File: config.mk
export PLATFORM = sky130hd
export DESIGN_NAME = base64_stream_decoder
export DESIGN_NICKNAME = d
export VERILOG_FILES = /design/src/rtl/core/b64d_pkg.sv /design/src/rtl/core/base64_stream_decoder.sv /design/src/rtl/core/b64d_queue.sv /design/src/rtl/core/b64d_front.sv /design/src/rtl/core/b64d_back.sv
export SDC_FILE = /design/constraint.sdc
export NUM_CORES = 1
export LEC_CHECK = 0
export BUFFER_PORTS_ARGS = -buffer_cell sky130_fd_sc_hd__buf_4
export CORE_MARGIN = 1.5
export CORE_UTILIZATION = 40
export CTS_BUF_LIST = sky130_fd_sc_hd__clkbuf_8
export CTS_CLUSTER_SIZE = 40
export DETAILED_ROUTE_END_ITERATION = 6
export PLACE_DENSITY = 0.7
export SLEW_MARGIN = 0
export SYNTH_ARGS = -nofsm -noshare
export SYNTH_HDL_FRONTEND = slang
export SYNTH_SLANG_ARGS = --single-unit
File: constraint.sdc
create_clock -name clock -period 1.6 [get_ports clock]
set_input_delay 0.24 -clock clock [delete_from_list [all_inputs] [get_ports clock]]
set_output_delay 0.24 -clock clock [all_outputs]
set_load 0.005 [all_outputs]
File: src/rtl/core/b64d_pkg.sv
// ----------------------------------------------------------------------------
// b64d_pkg
// Shared types and codes of the streaming Base64 decoder.
// ----------------------------------------------------------------------------
package b64d_pkg;

   // One input beat: a character or a flush marker.
   typedef struct packed {
      logic       mode;
      logic [7:0] char_in;
   } req_type;

   // One result beat.
   typedef struct packed {
      logic       byte_valid;
      logic [7:0] data_byte;
      logic [2:0] status;
   } rsp_type;

   // Kind of a classified input beat.
   localparam logic [2:0] KIND_SYM   = 3'd0;
   localparam logic [2:0] KIND_PAD   = 3'd1;
   localparam logic [2:0] KIND_SPACE = 3'd2;
   localparam logic [2:0] KIND_BAD   = 3'd3;
   localparam logic [2:0] KIND_FLUSH = 3'd4;

   // Classified beat handed from the front end to the back end.
   typedef struct packed {
      logic [2:0] kind;
      logic [5:0] sym;
   } cmd_type;

   // Result status codes.
   localparam logic [2:0] ST_OK            = 3'd0;
   localparam logic [2:0] ST_BAD_CHAR      = 3'd1;
   localparam logic [2:0] ST_SYM_AFTER_PAD = 3'd2;
   localparam logic [2:0] ST_INCOMPLETE    = 3'd3;
   localparam logic [2:0] ST_IN_ERROR      = 3'd4;

   // Widths of the two queues between the parts.
   localparam int CMD_W = $bits(cmd_type);
   localparam int RSP_W = $bits(rsp_type);

endpackage

File: src/rtl/core/base64_stream_decoder.sv
// ----------------------------------------------------------------------------
// base64_stream_decoder
// Streaming Base64 decoder, one character or flush beat in, one result out.
// ----------------------------------------------------------------------------
// Usage:
//   Input channel: drive req_data (mode, char_in) and raise push; the beat is
//   taken on a clock edge where push is high and full is low. mode = 1 is a
//   flush that checks the stream ended on a whole-byte boundary.
//   Result channel: while empty is low, rsp_data holds the oldest result
//   (byte_valid, data_byte, status); raising pop takes it.
//   Every input beat produces exactly one result beat, in order.
// Timing:
//   A result reaches the result ports through the two queues: the beat is
//   registered in the classified-command queue, is decoded as it leaves, and
//   is registered again in the result queue, from which it can be popped.
//   Throughput is one beat per cycle while the result queue is not full, set
//   by the combinational decode step in the back end.
// Reset:
//   Synchronous reset empties both queues and returns the decoder to no bits
//   pending. Only reset clears the sticky error state.
// Stall:
//   When pop stays low the result queue fills, the back end holds, the
//   command queue fills behind it and full rises after two more beats.
// ----------------------------------------------------------------------------
module base64_stream_decoder (
   input  logic              clock,
   input  logic              reset,
   input  logic              push,
   input  b64d_pkg::req_type req_data,
   output logic              full,
   input  logic              pop,
   output b64d_pkg::rsp_type rsp_data,
   output logic              empty
);
   import b64d_pkg::*;

   cmd_type cmd_in_data;
   logic    cmd_push;
   logic    cmd_full;
   cmd_type cmd_out_data;
   logic    cmd_empty;
   logic    cmd_pop;
   rsp_type rsp_in_data;
   logic    rsp_push;
   logic    rsp_full;

   // Front end: classify incoming characters.
   b64d_front u_front (
      .req_data (req_data),
      .push     (push),
      .full     (full),
      .cmd_data (cmd_in_data),
      .cmd_push (cmd_push),
      .cmd_full (cmd_full)
   );

   // Queue of classified beats between front and back.
   b64d_queue #(
      .WIDTH (CMD_W)
   ) u_cmd_queue (
      .clock    (clock),
      .reset    (reset),
      .push     (cmd_push),
      .in_data  (cmd_in_data),
      .full     (cmd_full),
      .pop      (cmd_pop),
      .out_data (cmd_out_data),
      .empty    (cmd_empty)
   );

   // Back end: decode state and result forming.
   b64d_back u_back (
      .clock     (clock),
      .reset     (reset),
      .cmd_data  (cmd_out_data),
      .cmd_empty (cmd_empty),
      .cmd_pop   (cmd_pop),
      .rsp_data  (rsp_in_data),
      .rsp_push  (rsp_push),
      .rsp_full  (rsp_full)
   );

   // Result queue toward the receiver.
   b64d_queue #(
      .WIDTH (RSP_W)
   ) u_rsp_queue (
      .clock    (clock),
      .reset    (reset),
      .push     (rsp_push),
      .in_data  (rsp_in_data),
      .full     (rsp_full),
      .pop      (pop),
      .out_data (rsp_data),
      .empty    (empty)
   );

endmodule

File: src/rtl/core/b64d_queue.sv
// ----------------------------------------------------------------------------
// b64d_queue
// Two-entry queue built from a head and a tail register, full throughput.
// ----------------------------------------------------------------------------
module b64d_queue #(
   parameter int WIDTH = 8
) (
   input  logic             clock,
   input  logic             reset,
   input  logic             push,
   input  logic [WIDTH-1:0] in_data,
   output logic             full,
   input  logic             pop,
   output logic [WIDTH-1:0] out_data,
   output logic             empty
);

   logic [WIDTH-1:0] head_ff, head_in;
   logic [WIDTH-1:0] tail_ff, tail_in;
   logic             head_valid_ff, head_valid_in;
   logic             tail_valid_ff, tail_valid_in;
   logic             do_push;
   logic             do_pop;

   assign full     = tail_valid_ff;
   assign empty    = !head_valid_ff;
   assign out_data = head_ff;
   assign do_push  = push && !tail_valid_ff;
   assign do_pop   = pop && head_valid_ff;

   // The head always holds the oldest beat; the tail only fills when the
   // head is occupied and not leaving in the same cycle.
   always_comb begin
      head_in       = head_ff;
      tail_in       = tail_ff;
      head_valid_in = head_valid_ff;
      tail_valid_in = tail_valid_ff;
      if (do_pop) begin
         if (tail_valid_ff) begin
            head_in       = tail_ff;
            tail_valid_in = 1'b0;
         end else if (do_push) begin
            head_in = in_data;
         end else begin
            head_valid_in = 1'b0;
         end
      end else if (do_push) begin
         if (head_valid_ff) begin
            tail_in       = in_data;
            tail_valid_in = 1'b1;
         end else begin
            head_in       = in_data;
            head_valid_in = 1'b1;
         end
      end
   end

   always_ff @(posedge clock) begin
      head_ff <= head_in;
      tail_ff <= tail_in;
      if (reset) begin
         head_valid_ff <= 1'b0;
         tail_valid_ff <= 1'b0;
      end else begin
         head_valid_ff <= head_valid_in;
         tail_valid_ff <= tail_valid_in;
      end
   end

   // The tail is never occupied while the head is empty.
   a_tail_needs_head: assert property (@(posedge clock) disable iff (reset)
      tail_valid_ff |-> head_valid_ff)
      else $error("queue tail occupied with empty head");

   // A beat pushed into an occupied head without a pop lands in the tail.
   a_push_fills_tail: assert property (@(posedge clock) disable iff (reset)
      (do_push && head_valid_ff && !pop) |=> (tail_valid_ff && tail_ff == $past(in_data)))
      else $error("queue lost a pushed beat");

   // A pop with a waiting tail moves the tail beat to the head.
   a_pop_moves_tail: assert property (@(posedge clock) disable iff (reset)
      (do_pop && tail_valid_ff) |=> (head_valid_ff && head_ff == $past(tail_ff)))
      else $error("queue head not refilled from tail");

endmodule

File: src/rtl/core/b64d_front.sv
// ----------------------------------------------------------------------------
// b64d_front
// Front end: classifies each input beat into symbol, pad, space, bad or flush.
// ----------------------------------------------------------------------------
module b64d_front (
   input  b64d_pkg::req_type req_data,
   input  logic              push,
   output logic              full,
   output b64d_pkg::cmd_type cmd_data,
   output logic              cmd_push,
   input  logic              cmd_full
);
   import b64d_pkg::*;

   // Map one ASCII character to its class and 6-bit symbol value.
   function automatic cmd_type classify(input logic [7:0] c);
      cmd_type    r;
      logic [7:0] v;
      r.kind = KIND_BAD;
      r.sym  = 6'd0;
      v      = 8'd0;
      if (c >= 8'h41 && c <= 8'h5A) begin
         v      = c - 8'h41;
         r.kind = KIND_SYM;
      end else if (c >= 8'h61 && c <= 8'h7A) begin
         v      = c - 8'h61 + 8'd26;
         r.kind = KIND_SYM;
      end else if (c >= 8'h30 && c <= 8'h39) begin
         v      = c - 8'h30 + 8'd52;
         r.kind = KIND_SYM;
      end else if (c == 8'h2B) begin
         v      = 8'd62;
         r.kind = KIND_SYM;
      end else if (c == 8'h2F) begin
         v      = 8'd63;
         r.kind = KIND_SYM;
      end else if (c == 8'h3D) begin
         r.kind = KIND_PAD;
      end else if (c == 8'h20 || (c >= 8'h09 && c <= 8'h0D)) begin
         r.kind = KIND_SPACE;
      end
      r.sym = v[5:0];
      return r;
   endfunction

   // Flush beats bypass the character classifier.
   always_comb begin
      if (req_data.mode) begin
         cmd_data.kind = KIND_FLUSH;
         cmd_data.sym  = 6'd0;
      end else begin
         cmd_data = classify(req_data.char_in);
      end
   end

   assign cmd_push = push;
   assign full     = cmd_full;

endmodule

File: src/rtl/core/b64d_back.sv
// ----------------------------------------------------------------------------
// b64d_back
// Back end: holds the decode phase and leftover bits and forms each result.
// ----------------------------------------------------------------------------
module b64d_back (
   input  logic              clock,
   input  logic              reset,
   input  b64d_pkg::cmd_type cmd_data,
   input  logic              cmd_empty,
   output logic              cmd_pop,
   output b64d_pkg::rsp_type rsp_data,
   output logic              rsp_push,
   input  logic              rsp_full
);
   import b64d_pkg::*;

   // Phase codes: how many bits are pending, or pad seen, or error.
   localparam logic [2:0] PH_EMPTY = 3'd0;
   localparam logic [2:0] PH_SIX   = 3'd1;
   localparam logic [2:0] PH_FOUR  = 3'd2;
   localparam logic [2:0] PH_TWO   = 3'd3;
   localparam logic [2:0] PH_PAD   = 3'd4;
   localparam logic [2:0] PH_ERR   = 3'd5;

   logic [2:0]  phase_ff, phase_in;
   logic [5:0]  pending_ff, pending_in;
   logic [11:0] acc;
   logic        fire;

   assign fire     = !cmd_empty && !rsp_full;
   assign cmd_pop  = fire;
   assign rsp_push = fire;
   assign acc      = {pending_ff, cmd_data.sym};

   // Decode step for the beat at the head of the command queue.
   always_comb begin
      phase_in            = phase_ff;
      pending_in          = pending_ff;
      rsp_data.byte_valid = 1'b0;
      rsp_data.data_byte  = 8'd0;
      rsp_data.status     = ST_OK;
      if (phase_ff >= PH_ERR) begin
         rsp_data.status = ST_IN_ERROR;
      end else begin
         case (cmd_data.kind)
            KIND_FLUSH: begin
               if (phase_ff == PH_SIX || phase_ff == PH_FOUR || phase_ff == PH_TWO) begin
                  rsp_data.status = ST_INCOMPLETE;
               end
            end
            KIND_PAD: begin
               phase_in   = PH_PAD;
               pending_in = 6'd0;
            end
            KIND_SPACE: begin
               phase_in = phase_ff;
            end
            KIND_SYM: begin
               case (phase_ff)
                  PH_EMPTY: begin
                     pending_in = cmd_data.sym;
                     phase_in   = PH_SIX;
                  end
                  PH_SIX: begin
                     rsp_data.byte_valid = 1'b1;
                     rsp_data.data_byte  = acc[11:4];
                     pending_in          = {2'b00, acc[3:0]};
                     phase_in            = PH_FOUR;
                  end
                  PH_FOUR: begin
                     rsp_data.byte_valid = 1'b1;
                     rsp_data.data_byte  = acc[9:2];
                     pending_in          = {4'b0000, acc[1:0]};
                     phase_in            = PH_TWO;
                  end
                  PH_TWO: begin
                     rsp_data.byte_valid = 1'b1;
                     rsp_data.data_byte  = acc[7:0];
                     pending_in          = 6'd0;
                     phase_in            = PH_EMPTY;
                  end
                  default: begin
                     phase_in        = PH_ERR;
                     rsp_data.status = ST_SYM_AFTER_PAD;
                  end
               endcase
            end
            default: begin
               phase_in        = PH_ERR;
               rsp_data.status = ST_BAD_CHAR;
            end
         endcase
      end
   end

   // State advances only when a beat moves from one queue to the other.
   always_ff @(posedge clock) begin
      if (reset) begin
         phase_ff   <= PH_EMPTY;
         pending_ff <= 6'd0;
      end else if (fire) begin
         phase_ff   <= phase_in;
         pending_ff <= pending_in;
      end
   end

   // Phases beyond the error code are never reached.
   a_phase_range: assert property (@(posedge clock) disable iff (reset)
      phase_ff <= PH_ERR)
      else $error("decoder phase out of range");

   // A bad character or a symbol after pad leaves the decoder in error.
   a_error_sticks: assert property (@(posedge clock) disable iff (reset)
      (fire && (rsp_data.status == ST_BAD_CHAR || rsp_data.status == ST_SYM_AFTER_PAD))
      |=> phase_ff == PH_ERR)
      else $error("error status without entering error phase");

   // Leftover bits never exceed what the current phase holds.
   a_pending_fits: assert property (@(posedge clock) disable iff (reset)
      ((phase_ff != PH_FOUR) || (pending_ff[5:4] == 2'b00)) &&
      ((phase_ff != PH_TWO) || (pending_ff[5:2] == 4'b0000)))
      else $error("pending bits wider than phase allows");

endmodule

* Word-level counts from Yosys, hierarchy flattened *
Cells that the tools add are included.

operators by class
  bitwise logic cells = 4
  reduce and logical (&&, ||, !) cells = 37
  mux-type cells = 42
  magnitude comparators = 9
  equal/unequal tests = 17
  add/sub/neg operators = 5

operators by type and width
  kind                 count
  $mux 9               8
  $mux 12              5
  $eq 8x6->1 const B   4
  $mux 6               5
  $pmux 9 s3           1
  $pmux 6 s4           1
  $mux 3               7
  $reduce_and 3->1     7
  $pmux 3 s3           2
  $ge 8x7->1 const B   2
  $le 8x7->1 const B   2
  $ne 2x2->1 const B   6
  $pmux 3 s4           1
  $pmux 6 s2           1
  $sub 6x6->6 const B  2
  $reduce_bool 2->1    5
  $eq 3x2->1 const B   3
  $logic_and 1x1->1    9
  $mux 1               9
  $ge 8x4->1 const B   1
  $ge 8x6->1 const B   1
  $le 8x4->1 const B   1
  $le 8x6->1 const B   1
  $reduce_or 2->1      4
  15 further kinds     26

storage, ports and cells
  bits in registers = 55
  bits of input ports = 13
  output and inout port bits = 14

* Longest topological paths before layout *
Gate-level depths: netlist (run 1).

  depth after elaboration = 14
  mapped depth = 8
  mapped depth without buffers = 7

* By module *
Synthesis (run 1) repeated with hierarchy kept, for this count alone.

second synthesis, totals
  cells, all modules = 279
  area, all modules = 3,249.4 um2

by module, submodules not included
  module                     area each (um2)  seq. area each (um2)  cells each  times used
  b64d_queue at u_rsp_queue  1,007.2          760.7                 50          1
  b64d_back                  778.2            180.2                 99          1
  b64d_queue at u_cmd_queue  770.7            580.6                 41          1
  b64d_front                 693.2            0.0                   89          1

* Least setup slack after synthesis (run 1) *
Ideal clock, no wire load.

  path kind = reg2reg
  start point = reg u_rsp_queue.head_valid_ff
  end point = reg u_rsp_queue.tail_ff[0], enable pin
  clock period less this slack = 1,778 ps
  setup slack = -178 ps
  data required time = 1,204 ps
  cell stages (with the launch flop) = 3
  arrival = 1,381 ps
  buffers on the path = 0
  library setup time = 396 ps
  cell sequence = dfxtp_1 -> inv_1 -> nor3_1

on the way
  word-level cells in the longest chain between the ends = 3

RTL lines
  what                            RTL line          RTL
  start, declared                 b64d_queue.sv:20  logic head_valid_ff, head_valid_in;
  start signal, assigned          b64d_queue.sv:65  head_valid_ff <= head_valid_in;
  $logic_and 1x1->1               b64d_queue.sv:29  assign do_pop = pop && head_valid_ff;
  $not 1->1 (no line)             n/a
  $reduce_and 3->1 (no line) (*)  n/a
  end signal, assigned            b64d_queue.sv:60  tail_ff <= tail_in;
  end, declared                   b64d_queue.sv:19  logic [WIDTH-1:0] tail_ff, tail_in;

Mark *: on every way between the ends. The rest lies on a longest branch, timed or not.
A chain may end at the register's enable or synchronous reset.

* Final worst setup path (run 1) *
  start point = reg u_cmd_queue.head_ff[8], in the netlist u_cmd_queue.out_data[8]
  end point = reg u_rsp_queue.head_ff[8], in the netlist u_rsp_queue.out_data[8], data pin

on the way
  word-level cells in the longest chain between the ends = 6
  elaborated cells on any way between the ends = 8
  those cells by class = mux (7); reduce/logical (1)

RTL lines
  what                               RTL line                            RTL
  start, declared                    b64d_queue.sv:18                    logic [WIDTH-1:0] head_ff, head_in;
  start signal, assigned             b64d_queue.sv:59                    head_ff <= head_in;
  $logic_not 3->1 (*)                b64d_back.sv:45                     case (cmd_data.kind)
  $mux 9 (*)                         b64d_back.sv:45
  $mux 9 (*)                         b64d_back.sv:42                     if (phase_ff >= PH_ERR) begin
  $mux 12, on equally long branches  b64d_queue.sv:48, b64d_queue.sv:42
  $mux 12, on equally long branches  b64d_queue.sv:47, b64d_queue.sv:39
  $mux 12 (*)                        b64d_queue.sv:38                    if (do_pop) begin
  net u_rsp_queue.head_in[8]         b64d_queue.sv:18
  end signal, assigned               b64d_queue.sv:59
  end, declared                      b64d_queue.sv:18

The timed path passes the listed nets; every way through them passes the cells marked *. The select of a mux whose other input is x is not followed.

==> results.md, run 1 <==
* Outcome: finished, final reports clean
* DRC viols at 0
* CTS root buffer: clkbuf_8
* Initial core utilization at 41.00%
* Post-synthesis sequential element count at 55
* Post-synth ARST share at 0%
* Share of the clock period used by the worst path at 95.50%
* Power per cell area at 767.1 nW/um^2
* Crit-path slowest cell: edfxtp_1
* First-pass GRT wire length at 9190 microns
* Pre-CTS worst setup slack at -0.1567 ns
* Synth area leader: edfxtp_1
* Final hold slack at 0.1513 ns
* Post-synth cell types at 49
* Hold buffers post-CTS at 0
* Clock H-tree levels at 2
* First-pass DRT Iterations at 4
* Post-synthesis sequential area ratio at 51.44%
* Total track usage at 14.76%
* Required time worst endpoint at 1.73 ns
* Max-cap violations at 0
* 1st-iter DRT viols at 72
* Initial antenna violation count at 0
* CTS tree: done
* Largest net degree at the start of global routing at 18
* # rows at 31
* N_diodes at 0
* Fin. Hold Viols at 0
* Met3 Routed Length at 181 microns
* Mapped Cells at 282
* Yosys top cell area share at 42.64%
* Crit-path cells: nor4_4 > nand2_2 > buf_6 > o31ai_1
* Slew Viols, Final at 0
* Fin nets at 355
* CTS Buf Count at 5
* Setup crit end kind: flip-flop
* Routed vias/inst at 5.055
* Top Metal Used: met4
* Routed Antenna Nets at 0
* Met2 Wirelength at 2893 microns
* Max_slew headroom at 74.92%
* Worst-path fanout max at 8
* DRT met1 WL at 2348 microns
* Port bufs at 26
* Area of the die at 7919 sq um
* Measured slew at the worst slew-check pin at 0.3736 ns
* GRT overflow at 0
* Die H at 88.99 microns
* Clock Skews at 0.009324 ns
* Worst skew pair latency at 0.30 ns
* CP peak stage delay at 0.44 ns
* Final instance area at 3630 sq um
* EDFF count, synth at 42
* Clock slew at reported path FFs at 0.09 ns
* Worst setup SP type: flip-flop
* # setup viols final at 0
* Num ports at 27
* F_max at 654.4 MHz
* Post-Syn Nets at 304
* Core ar. at 7214 sq um
* Layout cell share with drive strength beyond 1 at 31.14%
* Area contributors post-synth: edfxtp_1 43%, dfxtp_1 8.8%, mux2_2 4.6%, ha_1 3.8%, a21oi_1 3.7%
* Via count at 2,189
* Vias in the first global route at 2,111
* Hold Crit Class: input port to flip-flop
* Crit Path Category: flip-flop to flip-flop
* Most used DFF post-synth: edfxtp_1
* Ys Warns at 0
* Tmin final at 1.528 ns
* DP Area at 3481 sq um
* Max clock buf depth at 2
* Die Width at 88.99 microns
* Maximum VDD drop at 0.0003029 V
* Worst Slack Setup Final at 0.07193 ns
* HPWL Detailed at 4229 microns
* Post-detailed-route wirelength per cell at 12.73 microns
* Placer Congestion at 0.8130
* Fillers at 699
* Synthesized cell area at 2958 sq um
* P_leak at 1.347 nW
* CP Data Arrival Time at 1.66 ns
* Area growth, synth to finish at 22.72%
* CTS sink cnt at 55
* WL final at 5512 microns
* Avg Cell Area, Syn at 10.49 sq um
## flip-flops by register name, summed over array words and instances (netlist names)
register,flops
u_cmd_queue.full,1
u_cmd_queue.tail_ff,9
u_back.phase_ff,3
u_rsp_queue.full,1
u_back.pending_ff,6
u_rsp_queue.out_data,12
u_cmd_queue.head_valid_ff,1
u_cmd_queue.out_data,9
u_rsp_queue.head_valid_ff,1
u_rsp_queue.tail_ff,12
## stage by stage
stage | TNS, ns | instances | utilization [%] | power, mW
after floorplan | -0.04082 | 282 | - | 1.900
after global placement | -1.413 | 425 | 48.25 | 2.062
after detailed placement | -1.904 | 425 | 48.25 | 2.073
after CTS | 0 | 433 | 49.51 | 2.796
after global routing | -0.007156 | 433 | 50.31 | 2.907
final | 0 | 433 | 50.31 | 2.784
## worst paths after layout
kind,from,to,slack (ns),cells after the start
max reg2reg,u_cmd_queue.out_data[8]$_DFFE_PP_,u_rsp_queue.out_data[8]$_DFFE_PP_,0.07,4
max,u_cmd_queue.out_data[8]$_DFFE_PP_,u_rsp_queue.out_data[8]$_DFFE_PP_,0.07,4
min reg2reg,u_back.pending_ff[1]$_SDFFE_PP0P_,u_back.pending_ff[1]$_SDFFE_PP0P_,0.50,2
min,pop,u_rsp_queue.full$_SDFFE_PP0P_,0.15,2
## critical path, delay by kind of cell (launching register included)
| family | cells | cell delay (ns) |
|---|---|---|
| flops | 1 | 0.44 |
| compound gates | 1 | 0.24 |
| simple gates | 2 | 0.49 |
| buf+inv | 1 | 0.18 |
## per-layer routing
metal | vias up | track usage, %
met5 | - | 0
met4 | 0 | 4.336
met3 | 9 | 2.955
met2 | 43 | 28.51
met1 | 1015 | 16.25
li1 | 1122 | -
## layout make-up
cell class | instances | area [sq um] | share of cell area (%)
Multi-Input combinational cell | 200 | 1393 | 38.37
Clock inverter | 3 | 20.02 | 0.5515
Sequential cell | 55 | 1523 | 41.95
Timing Repair Buffer | 60 | 457.9 | 12.62
Clock buffer | 5 | 68.82 | 1.896
Inverter | 11 | 43.79 | 1.206
Tap cell | 99 | 123.9 | 3.413
## timing repair
action	4_1_cts	5_1_grt
gates resized for setup	1	13
buffers inserted	0	0
endpoints found under the setup margin	2	8
pin swaps	0	1
## cells in the mapped netlist, types with 2 or more instances
master,number
and3_1,3
edfxtp_1,42
o31ai_1,4
buf_2,6
a22oi_1,12
nor2b_1,5
o21ai_0,10
inv_1,11
nor3_1,6
a211oi_1,5
a21oi_1,22
and2_1,2
or2_1,2
nand2_1,26
xnor2_1,6
or3_1,3
dfxtp_1,13
nand2b_1,9
clkbuf_1,5
nor2_1,27
nand3_1,5
mux2i_1,6
a2bb2oi_1,3
mux2_2,12
o21ai_1,3
ha_1,9
buf_6,2
a21o_1,2
## report_power, final
part	total (mW)	switching, mW	internal [mW]
clock	0.730	0.425	0.305
sequential	1.62	0.0328	1.59
combinational	0.434	0.227	0.207
total	2.78	0.685	2.10
## cell families after synthesis
group / after synthesis / share of synthesized area [%]
muxes: 18 / 6.599
adders and majority gates: 9 / 3.807
DFF: 55 / 51.44
and+or+nand+nor: 93 / 15.10
xor gates and xnor gates: 6 / 1.777
AOI/OAI and AO/OA: 74 / 16.92
buffers and inverters: 27 / 4.357
## cells in the final DEF, fill, tap and decap left out, drive strengths merged, types with 2 or more instances in the layout
cell type   n
a211oi      5
a21boi      2
a21o        2
a21oi      22
a22oi      12
a2bb2oi     3
and2        2
and3        3
buf        60
clkbuf      5
clkinvlp    2
dfxtp      13
edfxtp     42
ha          9
inv        11
mux2       12
mux2i       6
nand2      26
nand2b      9
nand3       5
nor2       27
nor2b       5
nor3        7
nor4        2
o21ai      14
o31ai       6
or2         2
or3         3
xnor2       6
No activity file was read; power rests on OpenSTA's default activity.
==> run 2, diff against run 1 <==
--- a/config.mk
+++ b/config.mk
@@ -11,8 +11,8 @@
 export CTS_BUF_LIST = sky130_fd_sc_hd__clkbuf_8
 export CTS_CLUSTER_SIZE = 40
 export DETAILED_ROUTE_END_ITERATION = 6
-export PLACE_DENSITY = 0.7
-export SLEW_MARGIN = 0
+export PLACE_DENSITY = 0.67
+export SLEW_MARGIN = 15
 export SYNTH_ARGS = -nofsm -noshare
 export SYNTH_HDL_FRONTEND = slang
 export SYNTH_SLANG_ARGS = --single-unit
==> constraint.sdc (replaced) <==
create_clock -name clock -period 1.45 [get_ports clock]
set_input_delay 0.2175 -clock clock [delete_from_list [all_inputs] [get_ports clock]]
set_output_delay 0.2175 -clock clock [all_outputs]
set_load 0.005 [all_outputs]
==> run 2 against run 1 <==
- the run now ends with negative setup slack left
- sequential share of layout area is 3.6 points lower
- critical path depth stayed put
- design area is 9.6% higher
==> results.md, run 2 (synthesis results as in run 1) <==
* Layout cell share with drive strength beyond 1 at 41.98%
* Setup crit end kind: flip-flop
* Power, Total at 3.205 mW
* Clock slew at reported path FFs at 0.09 ns
* Worst Setup SP: u_back.phase_ff[1]$_SDFFE_PP0P_
* Worst setup SP type: flip-flop
* Internal Pwr Total at 2.376 mW
* Slew Viols, Final at 0
* Hold Crit Start: pop
* N_diodes at 0
* P_leak at 1.436 nW
* CTS sink cnt at 55
* Worst Slack Setup Final at -0.07054 ns
* CP Data Arrival Time at 1.58 ns
* Placer Congestion at 0.8613
* Initial antenna violation count at 0
* Clock share of power at 25.7%
* Logic gate share of total power at 18.5%
* Die Width at 88.99 microns
* First-pass DRT Iterations at 4
* Die H at 88.99 microns
* Final hold slack at 0.1129 ns
* Fin nets at 364
* Fillers at 641
* # setup viols final at 8
* Total track usage at 16.10%
* Max-cap violations at 0
* First-pass GRT wire length at 10,060 microns
* Via count at 2,265
* Largest net degree at the start of global routing at 18
* Num ports at 27
* F_max at 657.7 MHz
* Initial core utilization at 41.00%
* DRC viols at 0
* CTS tree: done
* Hold buffers post-CTS at 0
* HPWL Detailed at 4318 microns
* Hold Crit Class: input port to flip-flop
* Fin. Hold Viols at 0
* 1st-iter DRT viols at 98
* Clock Skews at 0.008486 ns
* Pre-CTS worst setup slack at -0.3000 ns
* Max_slew headroom at 74.77%
* Sw Share at 25.86%
* Worst-path fanout max at 4
* Share of the clock period used by the worst path at 104.9%
* Routed Antenna Nets at 0
* Multi-input gate area at 1609 sq um
* Worst skew pair latency at 0.31 ns
* Commonest non-fill, non-tap cell in the layout: buf_4
* Max clock buf depth at 2
* CTS root buffer: clkbuf_8
* Required time worst endpoint at 1.51 ns
* Maximum VDD drop at 0.0003699 V
* Crit Path Category: flip-flop to flip-flop
* Power per cell area at 805.5 nW/um^2
* Register area at 1526 sq um
* Outcome: finished, violations left
* Sequential power share at 55.8%
* CTS Buf Count at 5
* Tmin final at 1.521 ns
* R2R Path Start: u_back.phase_ff[1]$_SDFFE_PP0P_
* WL final at 5961 microns
* Total net switching power at 0.8287 mW
* DP Area at 3590 sq um
* Port bufs at 26
* Area of the die at 7919 sq um
* Core ar. at 7214 sq um
* Clock H-tree levels at 2
* Area growth, synth to finish at 34.52%
* Failing checks: negative setup slack
* # rows at 31
* RSZ-0062 raised after global routing: yes
* Final instance area at 3979 sq um
* Measured slew at the worst slew-check pin at 0.3784 ns
* Post-detailed-route wirelength per cell at 13.49 microns
* Vias in the first global route at 2,163
* Routed vias/inst at 5.124
* Most frequent cells in the layout: 61 x buf_4, 42 x edfxtp_1, 23 x nand2_1, 22 x nor2_1, 18 x a21oi_1
* GRT overflow at 0
## run 2: cell count changes in the layout (fill, tap and decap cells not counted), sizes merged
cell  before  now
buf       60   69
## run 2: path summary, 6_finish.rpt
| kind | depth (start not counted) | endpoint | slack (ns) |
|---|---|---|---|
| max | 4 | u_rsp_queue.out_data[0]$_DFFE_PP_ | -0.07 |
| min | 2 | u_rsp_queue.full$_SDFFE_PP0P_ | 0.11 |
| max reg2reg | 4 | u_rsp_queue.out_data[0]$_DFFE_PP_ | -0.07 |
| min reg2reg | 2 | u_back.pending_ff[0]$_SDFFE_PP0P_ | 0.51 |
## run 2: repair_timing
action	4_1_cts	5_1_grt
setup endpoints to repair	19	37
gates resized for setup	25	33
pin swaps	6	8
buffers inserted	4	1
## run 2: final cells by class
class / instances / share of cell area (%)
multi-input combinational: 200 / 40.44
sequential: 55 / 38.36
timing repair buffer: 69 / 14.75
tap: 99 / 3.113
clock buffer: 5 / 1.730
inverter: 11 / 1.101
clock inverter: 3 / 0.5031
## run 2: layer usage
metal	up-vias	track usage (%)	part of all wire (%)
met5	-	0	0
met4	0	5.175	1.6
met3	10	3.139	3.0
met2	47	28.44	51
met1	1064	19.84	45
li1	1144	-	-
## run 2: power groups by stage
stage	Sequential, mW	Clock (mW)	Combinational, mW
after floorplan	1.82	0	0.299
after detailed placement	1.82	0	0.507
after global routing	1.80	0.909	0.647
after CTS	1.79	0.848	0.551
final	1.79	0.824	0.592
after global placement	1.82	0	0.500
## run 2: stage by stage
stage | utilization (%) | instances | TNS, ns
6_report | 55.15 | 442 | -0.2296
5_1_grt | 55.15 | 442 | -1.596
4_1_cts | 53.14 | 441 | -0.1968
3_5_place_dp | 49.76 | 429 | -5.020
3_3_place_gp | 49.76 | 429 | -4.395
2_1_floorplan | - | 282 | -1.555
## run 2: critical path: stages (launching register included)
cell and delay (ns):
dfxtp_2 0.35, or2_4 0.26, o21a_1 0.17, o221a_1 0.22, mux2_2 0.27
==> run 3, diff against run 2 <==
--- a/config.mk
+++ b/config.mk
@@ -6,6 +6,7 @@
 export NUM_CORES = 1
 export LEC_CHECK = 0
 export BUFFER_PORTS_ARGS = -buffer_cell sky130_fd_sc_hd__buf_4
+export CORE_ASPECT_RATIO = 2
 export CORE_MARGIN = 1.5
 export CORE_UTILIZATION = 40
 export CTS_BUF_LIST = sky130_fd_sc_hd__clkbuf_8
==> run 3 against run 2 <==
- sequential share of layout area fell by 0.17 points
- the run still ends with negative setup slack left
- critical endpoint unchanged
- critical path type unchanged
- design area rose by 0.53%
- non-clock buffer count rose by 4
==> results.md, run 3 (synthesis results as in run 1) <==
* Total track usage at 17.31%
* Largest net degree at the start of global routing at 18
* Clock H-tree levels at 2
* Fillers at 641
* CP Data Arrival Time at 1.61 ns
* Die H at 124.6 microns
* Via count at 2,357
* Post-detailed-route wirelength per cell at 15.39 microns
* Share of the clock period used by the worst path at 105.6%
* CTS sink cnt at 55
* Power per cell area at 799.9 nW/um^2
* CTS Buf Count at 5
* Worst Setup SP: u_back.phase_ff[1]$_SDFFE_PP0P_
* Final instance area at 4000 sq um
* Crit Path Category: flip-flop to flip-flop
* Worst-path fanout max at 6
* GRT overflow at 0
* HPWL Detailed at 5062 microns
* Placer Congestion at 0.8751
* Hold Crit Depth at 2
* Area growth, synth to finish at 35.24%
* Die Width at 63.81 microns
* Fin nets at 368
* Max clock buf depth at 2
* Final Core Density at 55.46%
* Hold buffers post-CTS at 0
* # rows at 44
* R2R Path Start: u_back.phase_ff[1]$_SDFFE_PP0P_
* Tmin final at 1.531 ns
* Required time worst endpoint at 1.53 ns
* Routed vias/inst at 5.369
* F_max at 653.0 MHz
* Maximum VDD drop at 0.0005297 V
* Fin. Hold Viols at 0
* Max-cap violations at 0
* Worst reg-to-reg setup slack at -0.08 ns
* First-pass GRT wire length at 10,600 microns
* Outcome: finished, violations left
* Setup crit end kind: flip-flop
* Area of the die at 7951 sq um
* Clock slew at reported path FFs at 0.09 ns
* Pre-CTS worst setup slack at -0.3265 ns
* Port bufs at 26
* Layout cell share with drive strength beyond 1 at 43.23%
* First-pass DRT Iterations at 4
* Reg2reg path depth at 4
* Slew Viols, Final at 0
* Final cell count without fillers at 439
* Failing checks: negative setup slack
* DP Area at 3616 sq um
* FF-to-FF End: u_rsp_queue.out_data[0]$_DFFE_PP_
* Vias in the first global route at 2,317
* Routed Antenna Nets at 0
* WL final at 6756 microns
* Measured slew at the worst slew-check pin at 0.3517 ns
* Worst skew pair latency at 0.32 ns
* Core ar. at 7212 sq um
* Placed Instances at 425
* Initial core utilization at 41.01%
* Most frequent cells in the layout: 64 x buf_4, 42 x edfxtp_1, 24 x nand2_1, 20 x nor2_1, 19 x a21oi_1
* CTS root buffer: clkbuf_8
* Hold Crit Start: pop
* Worst setup SP type: flip-flop
* Hold EP: u_rsp_queue.full$_SDFFE_PP0P_
* Initial antenna violation count at 0
* Final hold slack at 0.1301 ns
* Num ports at 27
* Clock Skews at 0.006167 ns
* Setup TNS at -0.3865 ns
* RSZ-0062 raised after global routing: yes
* 1st-iter DRT viols at 121
* Commonest non-fill, non-tap cell in the layout: buf_4
* Worst Slack Setup Final at -0.08134 ns
* N_diodes at 0
* Power, Total at 3.200 mW
* Hold Crit Class: input port to flip-flop
* # setup viols final at 11
* DRC viols at 0
* Max_slew headroom at 76.55%
* P_leak at 1.477 nW
* CTS tree: done
run 3: cell count changes in the layout (fill, tap and decap cells not counted), moves of 3 or more:
cell      before  now
nor2_2         2    6
buf_4         61   64
a211oi_2       0    4
a211oi_4       4    0
run 3: timing repair:
action                                  CTS  global route
setup buffers                             3             3
resized for setup                        15            45
endpoints found under the setup margin   18            36
pin swaps                                 5            13
run 3: worst max-delay path by stage:
stage / to / slack (ns) / cells past startpoint
CTS: u_rsp_queue.out_data[3]$_DFFE_PP_ / -0.07 / 4
finish: u_rsp_queue.out_data[0]$_DFFE_PP_ / -0.08 / 4
global placement: u_cmd_queue.out_data[2]$_DFFE_PP_ / -0.28 / 8
global route: u_rsp_queue.out_data[0]$_DFFE_PP_ / -0.12 / 4
floorplan: u_rsp_queue.out_data[0]$_DFFE_PP_ / -0.17 / 6
detailed placement: u_cmd_queue.out_data[5]$_DFFE_PP_ / -0.33 / 8
run 3: worst max-delay path, stage by stage (launching register included):
cell	delay, ns
dfxtp_4	0.38
or2_4	0.27
o21a_1	0.17
o221a_1	0.21
mux2_2	0.26
run 3: power breakdown:
| part | total [mW] | switching, mW | leakage (nW) | internal (mW) |
|---|---|---|---|---|
| combinational | 0.618 | 0.321 | 0.923 | 0.296 |
| sequential | 1.79 | 0.0350 | 0.507 | 1.75 |
| clock | 0.797 | 0.471 | 0.0468 | 0.326 |
| total | 3.20 | 0.827 | 1.48 | 2.37 |
run 3: metal layers:
layer | GRT usage [%] | wire length, microns | vias to the layer above
li1 | - | - | 1157
met1 | 13.57 | 2160 | 1112
met2 | 35.11 | 4069 | 64
met3 | 2.439 | 172 | 24
met4 | 12.53 | 354 | 0
met5 | 0 | 0 | -
run 3: cell type report:
class	count	area (sq um)	share of cell area [%]
inverters	11	43.79	1.095
well taps	92	115.1	2.878
clock inverters	3	12.51	0.3128
multi-input cells	200	1620	40.51
repair buffers	73	611.8	15.30
flip-flops and latches	55	1528	38.19
clock buffers	5	68.82	1.720
